`config.mk`:
```
export PLATFORM = sky130hd
export DESIGN_NAME = d64q_step
export DESIGN_NICKNAME = d
export VERILOG_FILES = /design/src/design/d64q_pkg.sv /design/src/design/d64q_step.sv
export SDC_FILE = /design/constraint.sdc
export NUM_CORES = 1
export LEC_CHECK = 0
export ABC_CLOCK_PERIOD_IN_PS = 800
export BUFFER_PORTS_ARGS = -buffer_cell sky130_fd_sc_hd__buf_2
export CAP_MARGIN = 20
export CORE_UTILIZATION = 48
export DETAILED_ROUTE_END_ITERATION = 7
export HOLD_SLACK_MARGIN = 0.06
export PLACE_DENSITY = 0.76
export SYNTH_ARGS = -nofsm -noshare
export SYNTH_HDL_FRONTEND = slang
export SYNTH_SLANG_ARGS = --single-unit
```
`constraint.sdc`:
```
create_clock -name clk -period 0.8 [get_ports clk]
set_input_delay 0 -clock clk [delete_from_list [all_inputs] [get_ports clk]]
set_output_delay 0 -clock clk [all_outputs]
set_load 0.005 [all_outputs]
```
`src/design/d64q_pkg.sv`:
```
package d64q_pkg;

	localparam int unsigned WORD_W = 32;
	localparam int unsigned REM_W  = WORD_W + 1;

	// what travels down the divider pipe with each item
	typedef struct packed {
		logic [REM_W-1:0]  rem;
		logic [WORD_W-1:0] low;
		logic [WORD_W-1:0] den;
		logic [WORD_W-1:0] quo;
		logic              ovf;
	} stage_t;

	// one result waiting at the output
	typedef struct packed {
		logic [WORD_W-1:0] quo;
		logic              ovf;
	} result_t;

endpackage

```
`src/design/d64q_step.sv`:
```
module d64q_step (
	input  logic              clk,
	input  logic              arst_n,
	input  logic              en,
	input  logic              valid_in,
	input  d64q_pkg::stage_t  data_in,
	output logic              valid_s1,
	output d64q_pkg::stage_t  data_s1
);

	logic [d64q_pkg::REM_W-1:0] shifted;
	logic [d64q_pkg::REM_W:0]   diff;
	logic                       fits;
	d64q_pkg::stage_t           nxt;

	// shift in next dividend bit, keep 33 bits, trial subtract
	assign shifted = {data_in.rem[d64q_pkg::REM_W-2:0], data_in.low[d64q_pkg::WORD_W-1]};
	assign diff    = {1'b0, shifted} - {2'b00, data_in.den};
	assign fits    = ~diff[d64q_pkg::REM_W];

	always_comb begin
		nxt     = data_in;
		nxt.rem = fits ? diff[d64q_pkg::REM_W-1:0] : shifted;
		nxt.low = {data_in.low[d64q_pkg::WORD_W-2:0], 1'b0};
		nxt.quo = {data_in.quo[d64q_pkg::WORD_W-2:0], fits};
	end

	always_ff @(posedge clk or negedge arst_n) begin
		if (!arst_n) begin
			valid_s1 <= 1'b0;
		end else if (en) begin
			valid_s1 <= valid_in;
		end
	end

	always_ff @(posedge clk) begin
		if (en) begin
			data_s1 <= nxt;
		end
	end

endmodule

```
Yosys cells after proc, flatten, opt, wreduce, memory -nomap -nowiden
Index checks and enable logic that the tools add are counted.
W data, S select, Z words.
{ "op_classes": {"n_bitwise": 1, "div": 0, "n_reduce_logical": 0, "eq_ne": 0, "shifts": 0, "muxes": 1, "addsub": 1, "n_mul": 0, "magnitude_cmp": 0} }
{ "op_table": {"columns": ["op", "count"], "rows": [
  ["$sub A33 B32 Y34", 1],
  ["$mux W33", 1],
  ["$not A1 Y1", 1]
]} }
{ "word_totals": {"latchBits": 0, "n_memories": 0, "output_inout_bits": 131, "ramBits": 0, "romBits": 0, "ff_bits": 130} }

Longest topological paths before layout
{ "depth": {"word_depth": 2, "ltp_mapped": 13} }

Worst setup path after synthesis
Ideal clock, no wire load.
{ "synth_path": {"path_type": "input port to flip-flop", "from": "input port data_in[34] in the netlist's numbering", "to": "register data_s1[100] in the netlist's numbering, data pin", "setup_slack_ps": -1745, "path_buffers": 1, "stages": 12, "arrival_time_ps": 2285, "t_required_ps": 540, "cell_sequence": "inv_1 ha_1 nor2b_1 o31a_1 o2111ai_2 a21oi_1 a21o_1 a41o_1 o31ai_4 inv_2 buf_6 mux2_4"} }
{ "synth_rtl": {"columns": ["element", "line_no", "text"], "rows": [
  ["start: declaration", "d64q_step.sv:6", "input d64q_pkg::stage_t data_in,"],
  ["end signal: assignment", "d64q_step.sv:38", "data_s1 <= nxt;"],
  ["end: declaration", "d64q_step.sv:8", "output d64q_pkg::stage_t data_s1"]
]} }

==> summary.md <==
| Metric | Value |
|---|---|
| Outcome | `complete, but fails checks` |
| Failing checks | `negative hold slack, negative setup slack` |
| Final worst slack | `-1.63 ns` |
| Most frequent cell after synthesis | `edfxtp_1` |
| Cell variety after synth | `59` |
| Area of the core | `12,800 µm²` |
| Num CTS Buffers | `17` |
| Layout cell share with drive strength beyond 1 | `52.4%` |
| Antenna-violating nets left | `0` |
| Reg-to-reg endpoint | `valid_s1$_DFFE_PN0P_` |
| Power Density | `2070 nW/µm²` |
| DP Area | `8910 µm²` |
| Hold path endpoint | `data_s1[60]$_DFFE_PP_` |
| Slew Viols, Final | `0` |
| Synthesized area | `6350 µm²` |
| Final global-route overflow total | `0` |
| Setup Skew | `0 ns` |
| Worst Path Max Fanout | `13` |
| Final WL | `30,300 µm` |
| CP required | `0.98 ns` |
| DR WL/cell | `25.7 µm` |
| CTS clk-pin slew, worst paths | `0.07 ns` |
| Register area share after synthesis | `61.4%` |
| Layout area overhead | `77.5%` |
| Synth area leaders | `edfxtp_1 (61%), mux2_4 (6.4%), ha_1 (6.3%)` |
| CP max-delay cell | `ha_2` |
| Worst Reg-to-Reg Cells | `2` |
| Root Driver | `clkbuf_16` |
| Clock sink total | `130` |
| Seq cells post-synth | `130` |
| Hold_ws | `-0.0790 ns` |
| DRC | `0` |
| Net count, final | `1,158` |
| Multi-input logic area | `2480 µm²` |
| Min-delay worst type | `input port to register` |
| Peak supply drop | `1630 µV` |
| Post-synthesis cell count | `454` |
| Tmin final | `2.43 ns` |
| HPWL after DPL | `13,600 µm` |
| Syn nets | `621` |
| Post-synth top cells | `edfxtp_1 (129), inv_1 (42), ha_1 (32)` |
| Die Y-Extent | `117 µm` |
| Clock tree buffer depth | `2` |
| Global Route Usage Sum | `41.2%` |
| Drt pass-1 iters | `5` |
| H-Tree Depth | `4` |
| Main synth FF type | `edfxtp_1` |
| Synthesized area per cell | `14.0 µm²` |
| Async S/R FF share, synth | `0.769%` |
| FF-to-FF Start | `valid_s1$_DFFE_PN0P_` |
| Number of flops mapped to enable cells by yosys | `129` |
| Worst-Skew Late Latency | `0.44 ns` |
| Vias in the first global route | `6,968` |
| Die width | `117 µm` |
| Critical path buffers and inverters | `4` |
| Max Cap Viol | `0` |
| Largest net degree at the start of global routing | `30` |
| YS warnings | `0` |
| # port buffers | `261` |
| Tcrit/Tclk final | `304%` |
| CTS tree | `yes` |
| Reg2reg setup slack | `-0.08 ns` |
| RD Place Congestion | `0.863` |
| Iteration-0 DRC Markers | `888` |
| Sequential cell area | `3900 µm²` |
| Vias per cell | `5.82` |
| Startpoint Class | `input port` |
| P_leak | `0.00528 µW` |
| Io pins | `265` |
| Initial Util | `49.7%` |
| Worst setup path class | `input port to register` |
| Global-route wire length before repair | `39,800 µm` |
| Dominant cell type by area after synthesis | `edfxtp_1` |
| Post-synth top area share | `61.0%` |
| Initial antenna violation count | `3` |
| Row cnt | `41` |
| Cell area after layout | `11,300 µm²` |
| Slew headroom | `63.1%` |
| Slew at the pin closest to its max-slew limit | `0.548 ns` |
| Worst hold stages | `1` |
| DIE AREA | `13,700 µm²` |
| Crit-path cells | `buf_2 -> inv_1 -> ha_2 -> nand2_1 -> o21a_1 -> o21ai_0 -> a21o_1 -> a41o_1 -> o31ai_4 -> inv_4 -> buf_16 -> mux2_4` |
| Unrepaired setup endpoints after global routing | `yes` |
| Worst EP arrival | `2.61 ns` |
| Setup violations, final | `165` |
| Delay-heaviest family, CP | `compound AO/OA/AOI/OAI gates` |
| Fmax | `0.412 GHz` |
| Fin. Hold Viols | `11` |
| Crit-path max cell delay | `0.40 ns` |
| Hold wc startpoint | `en` |
| Critical path capture point type | `register` |
| DR vias | `6,858` |
| # fillers | `475` |
[how the worst max path moves through the flow]
| stage | end | start | depth (start not counted) | slack, ns |
|---|---|---|---|---|
| floorplan | data_s1[100]$_DFFE_PP_ | data_in[34] | 12 | -1.73 |
| global placement | data_s1[123]$_DFFE_PP_ | data_in[96] | 13 | -1.94 |
| detailed placement | data_s1[123]$_DFFE_PP_ | data_in[96] | 13 | -2.01 |
| CTS | data_s1[123]$_DFFE_PP_ | data_in[96] | 13 | -1.34 |
| global route | data_s1[123]$_DFFE_PP_ | data_in[48] | 11 | -1.71 |
| finish | data_s1[115]$_DFFE_PP_ | data_in[48] | 12 | -1.63 |
[layer usage]
layer  up-vias  GRT usage [%]  share of wire, %
li1       2784              -                 -
met1      3224           41.3                32
met2       633           67.7                47
met3       217           17.5                13
met4         0           31.8               8.8
met5         -           2.96                 0
[kinds of logic after synthesis]
family / Yosys count / synth area share [%]
flip-flops: 130 / 61.4
AO/OA/AOI/OAI: 105 / 11.5
adder cells (fa/ha/maj): 33 / 6.62
buffers and inverters: 58 / 3.86
other: 1 / 0.0591
AND/OR/NAND/NOR: 65 / 5.18
XOR/XNOR: 29 / 4.00
multiplexers: 33 / 7.41
[stage by stage]
step                      utilization [%]  TNS [ns]  worst slack (ns)  total power, µW  instances
after floorplan                         -    -57.21             -1.73            10800        454
after global placement               69.8    -64.09             -1.94            13000       1001
after detailed placement             69.8    -65.48             -2.01            13100       1001
after CTS                            86.8    -62.41             -1.34            22100       1170
after global routing                 88.2    -77.56             -1.71            23900       1177
final                                88.2    -74.12             -1.63            23300       1179
[cells in the final DEF (no fill, tap or decap), types with 3 or more instances in the layout]
cell	n
clkbuf_8	3
a21boi_0	3
buf_4	143
o21a_1	3
ha_4	8
o21bai_1	3
nand4_1	6
edfxtp_1	129
dlygate4sd3_1	119
clkinv_4	4
clkbuf_16	17
mux2_4	30
nand2_1	12
a21o_1	21
buf_2	245
ha_1	20
and3_1	5
nand3_1	6
xor2_1	10
a21oi_1	17
xnor2_1	19
inv_2	4
bufinv_16	3
diode_2	3
buf_12	5
inv_1	36
ha_2	4
a21oi_2	9
o21ai_0	17
nor2_1	17
buf_6	19
[layout make-up]
class	instances	share of cell area, %
flip-flops and latches	130	34.6
repair buffers	533	34.3
multi-input cells	266	22.0
clock buffers	21	4.18
well taps	172	1.91
inverters	43	1.62
clock inverters	11	1.37
diodes	3	0.0666
[worst register-to-register path, stage by stage, from the launching register on]
cell,delay [ns]
dfrtp_1,0.37
buf_4,0.13
mux2_2,0.26
[state kept, by name (all words and copies together), names as in the netlist]
| signal | cells |
|---|---|
| data_s1 | 129 |
| valid_s1 | 1 |
[report_power, final]
group / switching [µW] / internal (µW) / total [µW]
clock network: 3340 / 5180 / 8520
logic: 2900 / 3260 / 6160
registers: 320 / 8350 / 8670
[repair_timing]
item / 4_1_cts / 5_1_grt
endpoints found under the hold margin: 134 / 18
cloned: 2 / 0
pin swaps: 26 / 13
hold buffers: 119 / 1
gates resized for setup: 41 / 42
setup buffers: 17 / 6
endpoints found under the setup margin: 164 / 169
Note: power is estimated with default switching activity, not from simulation.
