<file path="src/design/d64q_pkg.sv">
package d64q_pkg;

	localparam int unsigned WORD_W = 32;
	localparam int unsigned REM_W  = WORD_W + 1;

	// what travels down the divider pipe with each item
	typedef struct packed {
		logic [REM_W-1:0]  rem;
		logic [WORD_W-1:0] low;
		logic [WORD_W-1:0] den;
		logic [WORD_W-1:0] quo;
		logic              ovf;
	} stage_t;

	// one result waiting at the output
	typedef struct packed {
		logic [WORD_W-1:0] quo;
		logic              ovf;
	} result_t;

endpackage

</file>
<file path="src/design/d64q_out.sv">
module d64q_out (
	input  logic               clk,
	input  logic               arst_n,
	input  logic               valid_in,
	input  d64q_pkg::result_t  data_in,
	output logic               en,
	output logic               out_valid_q,
	output d64q_pkg::result_t  out_data_q,
	input  logic               out_stall
);

	logic              skid_valid_q;
	d64q_pkg::result_t skid_data_q;
	logic              take;
	logic              arrive;

	// pipe moves whenever the skid slot is free
	assign en     = ~skid_valid_q;
	assign take   = out_valid_q & ~out_stall;
	assign arrive = valid_in & en;

	always_ff @(posedge clk or negedge arst_n) begin
		if (!arst_n) begin
			out_valid_q  <= 1'b0;
			skid_valid_q <= 1'b0;
		end else if (skid_valid_q) begin
			if (take) begin
				skid_valid_q <= 1'b0;
			end
		end else if (!out_valid_q || take) begin
			out_valid_q <= arrive;
		end else if (arrive) begin
			skid_valid_q <= 1'b1;
		end
	end

	always_ff @(posedge clk) begin
		if (skid_valid_q) begin
			if (take) begin
				out_data_q <= skid_data_q;
			end
		end else if (!out_valid_q || take) begin
			out_data_q <= data_in;
		end else begin
			skid_data_q <= data_in;
		end
	end

endmodule

</file>
<file path="config.mk">
export PLATFORM = sky130hd
export DESIGN_NAME = d64q_out
export DESIGN_NICKNAME = d
export VERILOG_FILES = /design/src/design/d64q_pkg.sv /design/src/design/d64q_out.sv
export SDC_FILE = /design/constraint.sdc
export NUM_CORES = 1
export LEC_CHECK = 0
export BUFFER_PORTS_ARGS = -buffer_cell sky130_fd_sc_hd__buf_2
export CAP_MARGIN = 20
export CORE_ASPECT_RATIO = 0.5
export CORE_MARGIN = 4
export CORE_UTILIZATION = 51
export CTS_BUF_LIST = sky130_fd_sc_hd__clkbuf_8 sky130_fd_sc_hd__clkbuf_16
export CTS_CLUSTER_SIZE = 12
export DETAILED_ROUTE_END_ITERATION = 7
export GPL_TIMING_DRIVEN = 0
export PLACE_DENSITY = 0.78
export SLEW_MARGIN = 20
export SYNTH_ARGS = -nofsm -noshare
export SYNTH_HDL_FRONTEND = slang
export SYNTH_SLANG_ARGS = --single-unit
export TNS_END_PERCENT = 30
</file>
<file path="constraint.sdc">
create_clock -name clk -period 3 [get_ports clk]
set_input_delay 0.15 -clock clk [delete_from_list [all_inputs] [get_ports clk]]
set_output_delay 0.15 -clock clk [all_outputs]
set_load 0.02 [all_outputs]
</file>
* After elaboration in Yosys (flattened, before gate mapping)
Cells that the tools add are included.
Storage, ports and cells: logic and storage cells 25, register bits 68, bits of input ports 37, output and inout bits 35
Operators by class: bitwise gates (word level) 5, eq/ne operators 1, reduce and logical (&&, ||, !) cells 6, multiplexer cells 7
Operator list (count):
- two-way mux 33 bit | 3
- AND reduction 2 bit | 3
- two-way mux 1 bit | 4
- NOT 1 bit | 3
- AND 1 bit | 2
- != test 2 x 1 -> 1 bit, second input constant | 1
- nonzero test 2 bit | 1
- zero test 1 bit | 1
- logical OR 1 bit | 1

* Longest topological paths before layout
depth in word-level cells 5, gate-level depth with buffers 4, mapped depth without buffers 2

* Worst setup path after synthesis
No wires, ideal clock.
path kind register -> register, from register out_valid_q, to register out_data_q[0] in the netlist's numbering, enable pin, data arrival time 2.319 ns, setup time 0.438 ns, path buffers 0, path slack 0.244 ns, cell stages (with the launch flop) 2, data required time 2.562 ns, path through dfrtp_1 mux2i_1
Between the ends: word-level cells in the longest chain between the ends 4
RTL lines:
- start, declared | RTL line d64q_out.sv:7 | output logic out_valid_q,
- start signal, assigned | RTL line d64q_out.sv:31 | out_valid_q <= arrive;
- AND 1 bit / zero test 1 bit (equally long branches) | RTL line d64q_out.sv:19, d64q_out.sv:42
- logical OR 1 bit | RTL line d64q_out.sv:42 | end else if (!out_valid_q || take) begin
- nonzero test 2 bit (no line)
- AND reduction 2 bit (no line) (*)
- end signal, assigned | RTL line d64q_out.sv:40 | out_data_q <= skid_data_q;
- end signal, assigned | RTL line d64q_out.sv:43 | out_data_q <= data_in;
- end, declared | RTL line d64q_out.sv:8 | output d64q_pkg::result_t out_data_q,
Every way passes the cells marked *; elsewhere a longest branch is shown, timed or not. A chain may end at the register's enable or synchronous reset.

* Worst setup path in the final report
from register skid_valid_q, to register out_data_q[6] in the netlist's numbering, enable pin
Between the ends: word-level cells in the longest chain between the ends 2
RTL lines:
- start, declared | RTL line d64q_out.sv:12 | logic skid_valid_q;
- start signal, assigned | RTL line d64q_out.sv:25 | skid_valid_q <= 1'b0;
- start signal, assigned | RTL line d64q_out.sv:28 | skid_valid_q <= 1'b0;
- start signal, assigned | RTL line d64q_out.sv:33 | skid_valid_q <= 1'b1;
- != test 2 x 1 -> 1 bit (no line) / nonzero test 2 bit (equally long branches)
- AND reduction 2 bit (no line) (*)
Marks and branches as above.

==> summary.txt <==
Worst hold path
  • Hold crit path type: primary input to flip-flop
  • Source of the worst hold timing path: data_in[25]
  • Worst Hold Depth: 1
  • Capture endpoint of the worst hold path: skid_data_q[25]$_DFFE_PP_

STA
  • Worst clock skew on the final layout: 0.008260 ns
  • Worst-case headroom to the max-slew limit: 67.10%
  • RSZ-0062 raised after global routing: false
  • Max-slew violation total from the final report: 0
  • Worst Max-Slew Pin Slew: 0.4831 ns
  • Hold Vio Cnt, Final: 0
  • Fraction of the cycle the final worst path needs: 60.42%
  • Tmin final: 1.813 ns
  • Setup WS post-layout: 1.187 ns
  • Achievable clock frequency: 551.7 MHz
  • Setup Viol. Count Final: 0

Route
  • Via density: 4.861
  • Total wirelength of the detailed-routed design: 4871 um
  • Vias after detailed routing: 1439
  • Count of routing violations after the opening detailed-route iteration: 32
  • Sum of met3 wire segment lengths after detailed routing: 239 um
  • Remaining DRCs: 0
  • WL/cell: 16.46 um
  • First-pass detailed-route iteration total: 4
  • Met2 WL post-DR: 2666 um
  • Antenna Nets Post-Route: 0
  • Highest metal used: met4
  • M1 WL: 1866 um

Synthesis
  • Summed instance area of the synthesized netlist: 2546 um^2
  • Number of distinct library cells after synthesis: 11
  • Post-synthesis share of cell area spent on xor and xnor gates: 0%
  • Average cell area after synthesis: 22.34 um^2
  • Share of the synthesized area in the top cell type: 77.84%
  • Area fraction in compound gates after synthesis: 0.7862%
  • Library cell with the highest instance count after synthesis: edfxtp_1
  • Adder-cell area share of the yosys netlist: 0%
  • Mapped Nets: 151
  • Flops & latches, synth: 68
  • Number of standard cells after synthesis: 114
  • Synth warnings: 0
  • Number of enable-type register cells in the synthesized netlist: 66
  • Multiplexer area fraction after synthesis: 17.20%
  • Cell taking the most area after synthesis: edfxtp_1
  • Post-synthesis sequential area ratio: 79.80%
  • Post-synthesis share of cell area spent on and, or, nand and nor gates: 0.2457%
  • Leading cell types by count after synthesis: edfxtp_1 (66), mux2_2 (18), mux2_4 (15), buf_6 (3), inv_1 (3)
  • Most instantiated flip-flop cell in the synthesis netlist: edfxtp_1
  • Share of flip-flops with an asynchronous set or reset after synthesis: 2.941%
  • Largest cells by area after synthesis: edfxtp_1 (78%), mux2_4 (8.8%), mux2_2 (8.0%)
  • Largest family of logic cells by synthesized area: multiplexers

Die
  • Area of the die: 6256 um^2
  • Die X-Extent: 107.9 um
  • Area of the core: 4594 um^2
  • Site row count: 17
  • Y dimension of the die: 57.97 um
  • Count of pins on the block boundary: 72
  • Initial Util: 55.42%

Power and ir drop
  • Pwr per Cell Area: 988.7 nW/um^2
  • Peak VDD IR: 465.2 uV
  • Static leakage power: 1.401 nW

Critical path
  • Length in cells of the worst reg-to-reg path: 5
  • Crit path capture type: flip-flop
  • Capturing point of the worst reg2reg path: out_data_q[6]$_DFFE_PP_
  • Highest cell delay on the worst timing path: 0.41 ns
  • Slowest cell on the critical path: mux2i_4
  • Worst EP required: 3.05 ns
  • Worst setup SP type: flip-flop
  • Internal reg-to-reg setup slack: 1.19 ns
  • Crit path cell chain: buf_6, buf_6, mux2i_4, buf_8, buf_8
  • Max FO, Critical Path: 12
  • Path type of the worst setup path: flip-flop to flip-flop
  • Worst r2r src: skid_valid_q$_DFF_PN0_
  • Arrival time reported for the critical path endpoint: 1.86 ns

Global route
  • Number of antenna violations at the first check in global routing: 0
  • Via count of the first global-routing pass: 1568
  • Overall overflow remaining after global route: 0
  • Aggregate global-route resource usage: 16.94%
  • Largest net degree at the start of global routing: 21
  • Global-route wire length before repair: 7721 um

CTS
  • Clock-pin slew of the registers on the worst-case setup and hold paths: 0.08 ns
  • CTS-repair resized insts: 0
  • Clk sinks: 68
  • Total clock buffers created by CTS: 9
  • Number of buffers inserted to repair setup after CTS: 0
  • Deepest level of the CTS H-tree: 3
  • Longest Clk Path Bufs: 2
  • TritonCTS clock tree: built
  • Insertion delay to the later sink of the worst-skew pair: 0.34 ns
  • CTS Root Buffer Type: clkbuf_8

Place
  • Setup WS pre-CTS: 1.208 ns
  • Placed instance area: 3055 um^2
  • Last weighted congestion value of the routability-driven placer: 0.6212
  • Final HPWL from detailed placement: 3283 um
  • Buffers on Ports: 71

Run
  • Max_cap viols: 0

Run status
  • Result of the run: finished, final reports clean

Cells and area
  • Filler cell count in the final layout: 277
  • Area taken by flip-flops and latches: 2032 um^2
  • Final cell area excluding filler cells: 3507 um^2
  • Number of inserted diodes: 0
  • Area growth from synthesis to layout: 37.74%
  • Share of post-route cells with drive strength above 1: 56.09%
  • Nets: 262
  • Multi-input gate area in the final layout: 478.0 um^2
cell usage in the layout, fill, tap and decap left out, drive strengths merged, types with 2 or more instances in the layout:
cell / n
clkinvlp: 3
a21oi: 2
edfxtp: 66
clkbuf: 9
dfrtp: 2
buf: 78
mux2: 33
o21ai: 2
clkinv: 3
dlygate4sd3: 26
inv: 3
metal layers:
layer,up-vias,global-route usage [%]
met1,697,18.09
li1,676,-
met3,12,4.783
met5,-,0
met2,54,31.18
met4,0,8.633
how the worst max path moves through the flow:
| stage | from | end | slack (ns) | depth (start not counted) |
|---|---|---|---|---|
| finish | skid_valid_q$_DFF_PN0_ | out_data_q[6]$_DFFE_PP_ | 1.19 | 5 |
| global placement | skid_valid_q$_DFF_PN0_ | out_data_q[6]$_DFFE_PP_ | -0.53 | 3 |
| CTS | skid_valid_q$_DFF_PN0_ | out_data_q[6]$_DFFE_PP_ | 1.18 | 5 |
| detailed placement | skid_valid_q$_DFF_PN0_ | out_data_q[18]$_DFFE_PP_ | 1.21 | 5 |
| global route | skid_valid_q$_DFF_PN0_ | out_data_q[20]$_DFFE_PP_ | 1.12 | 5 |
| floorplan | out_valid_q$_DFFE_PN0P_ | out_data_q[0]$_DFFE_PP_ | 0.24 | 1 |
final cells by class:
class / instances / area share, %
Timing Repair Buffer: 100 / 19.19
Buffer: 4 / 1.106
Clock inverter: 7 / 1.927
Inverter: 3 / 0.3211
Clock buffer: 9 / 3.532
Sequential cell: 68 / 57.94
Tap cell: 66 / 2.355
Multi-Input combinational cell: 39 / 13.63
critical path, delay by kind of cell (launching register included):
family | cells | cell delay (ns)
muxes | 1 | 0.41
buffers and inverters | 4 | 0.69
DFF | 1 | 0.40
sequential cells by signal, indices dropped and copies added (netlist names):
signal        count
skid_valid_q      1
skid_data_q      33
out_data_q       33
out_valid_q       1
what timing repair did:
action                     CTS  global route
setup endpoints to repair    0             0
hold endpoints to repair    21             6
hold buffers                20             6
power breakdown:
part	total [W]	internal, W	leakage (nW)	switching (W)
Clock	0.000715	0.000378	0.0910	0.000336
Sequential	0.00154	0.00146	0.654	0.0000830
Combinational	0.00121	0.000523	0.656	0.000688
kinds of logic after synthesis:
logic type | count (synthesis)
and+or+nand+nor | 1
DFF | 68
muxes | 34
AOI/OAI and AO/OA | 4
buffers and inverters | 7
through the flow:
step	instances	utilization (%)	power [W]	setup TNS [ns]	hold slack, ns
3_3_place_gp	251	64.95	0.002650	-17.53	-0.06085
5_1_grt	296	76.33	0.003637	0	0.002633
3_5_place_dp	254	66.50	0.002767	0	-0.05324
4_1_cts	290	75.03	0.003500	0	0.0009324
2_1_floorplan	114	-	0.002341	0	-0.1456
6_report	296	76.33	0.003467	0	0.01314
Note: power is estimated with default switching activity, not from simulation.
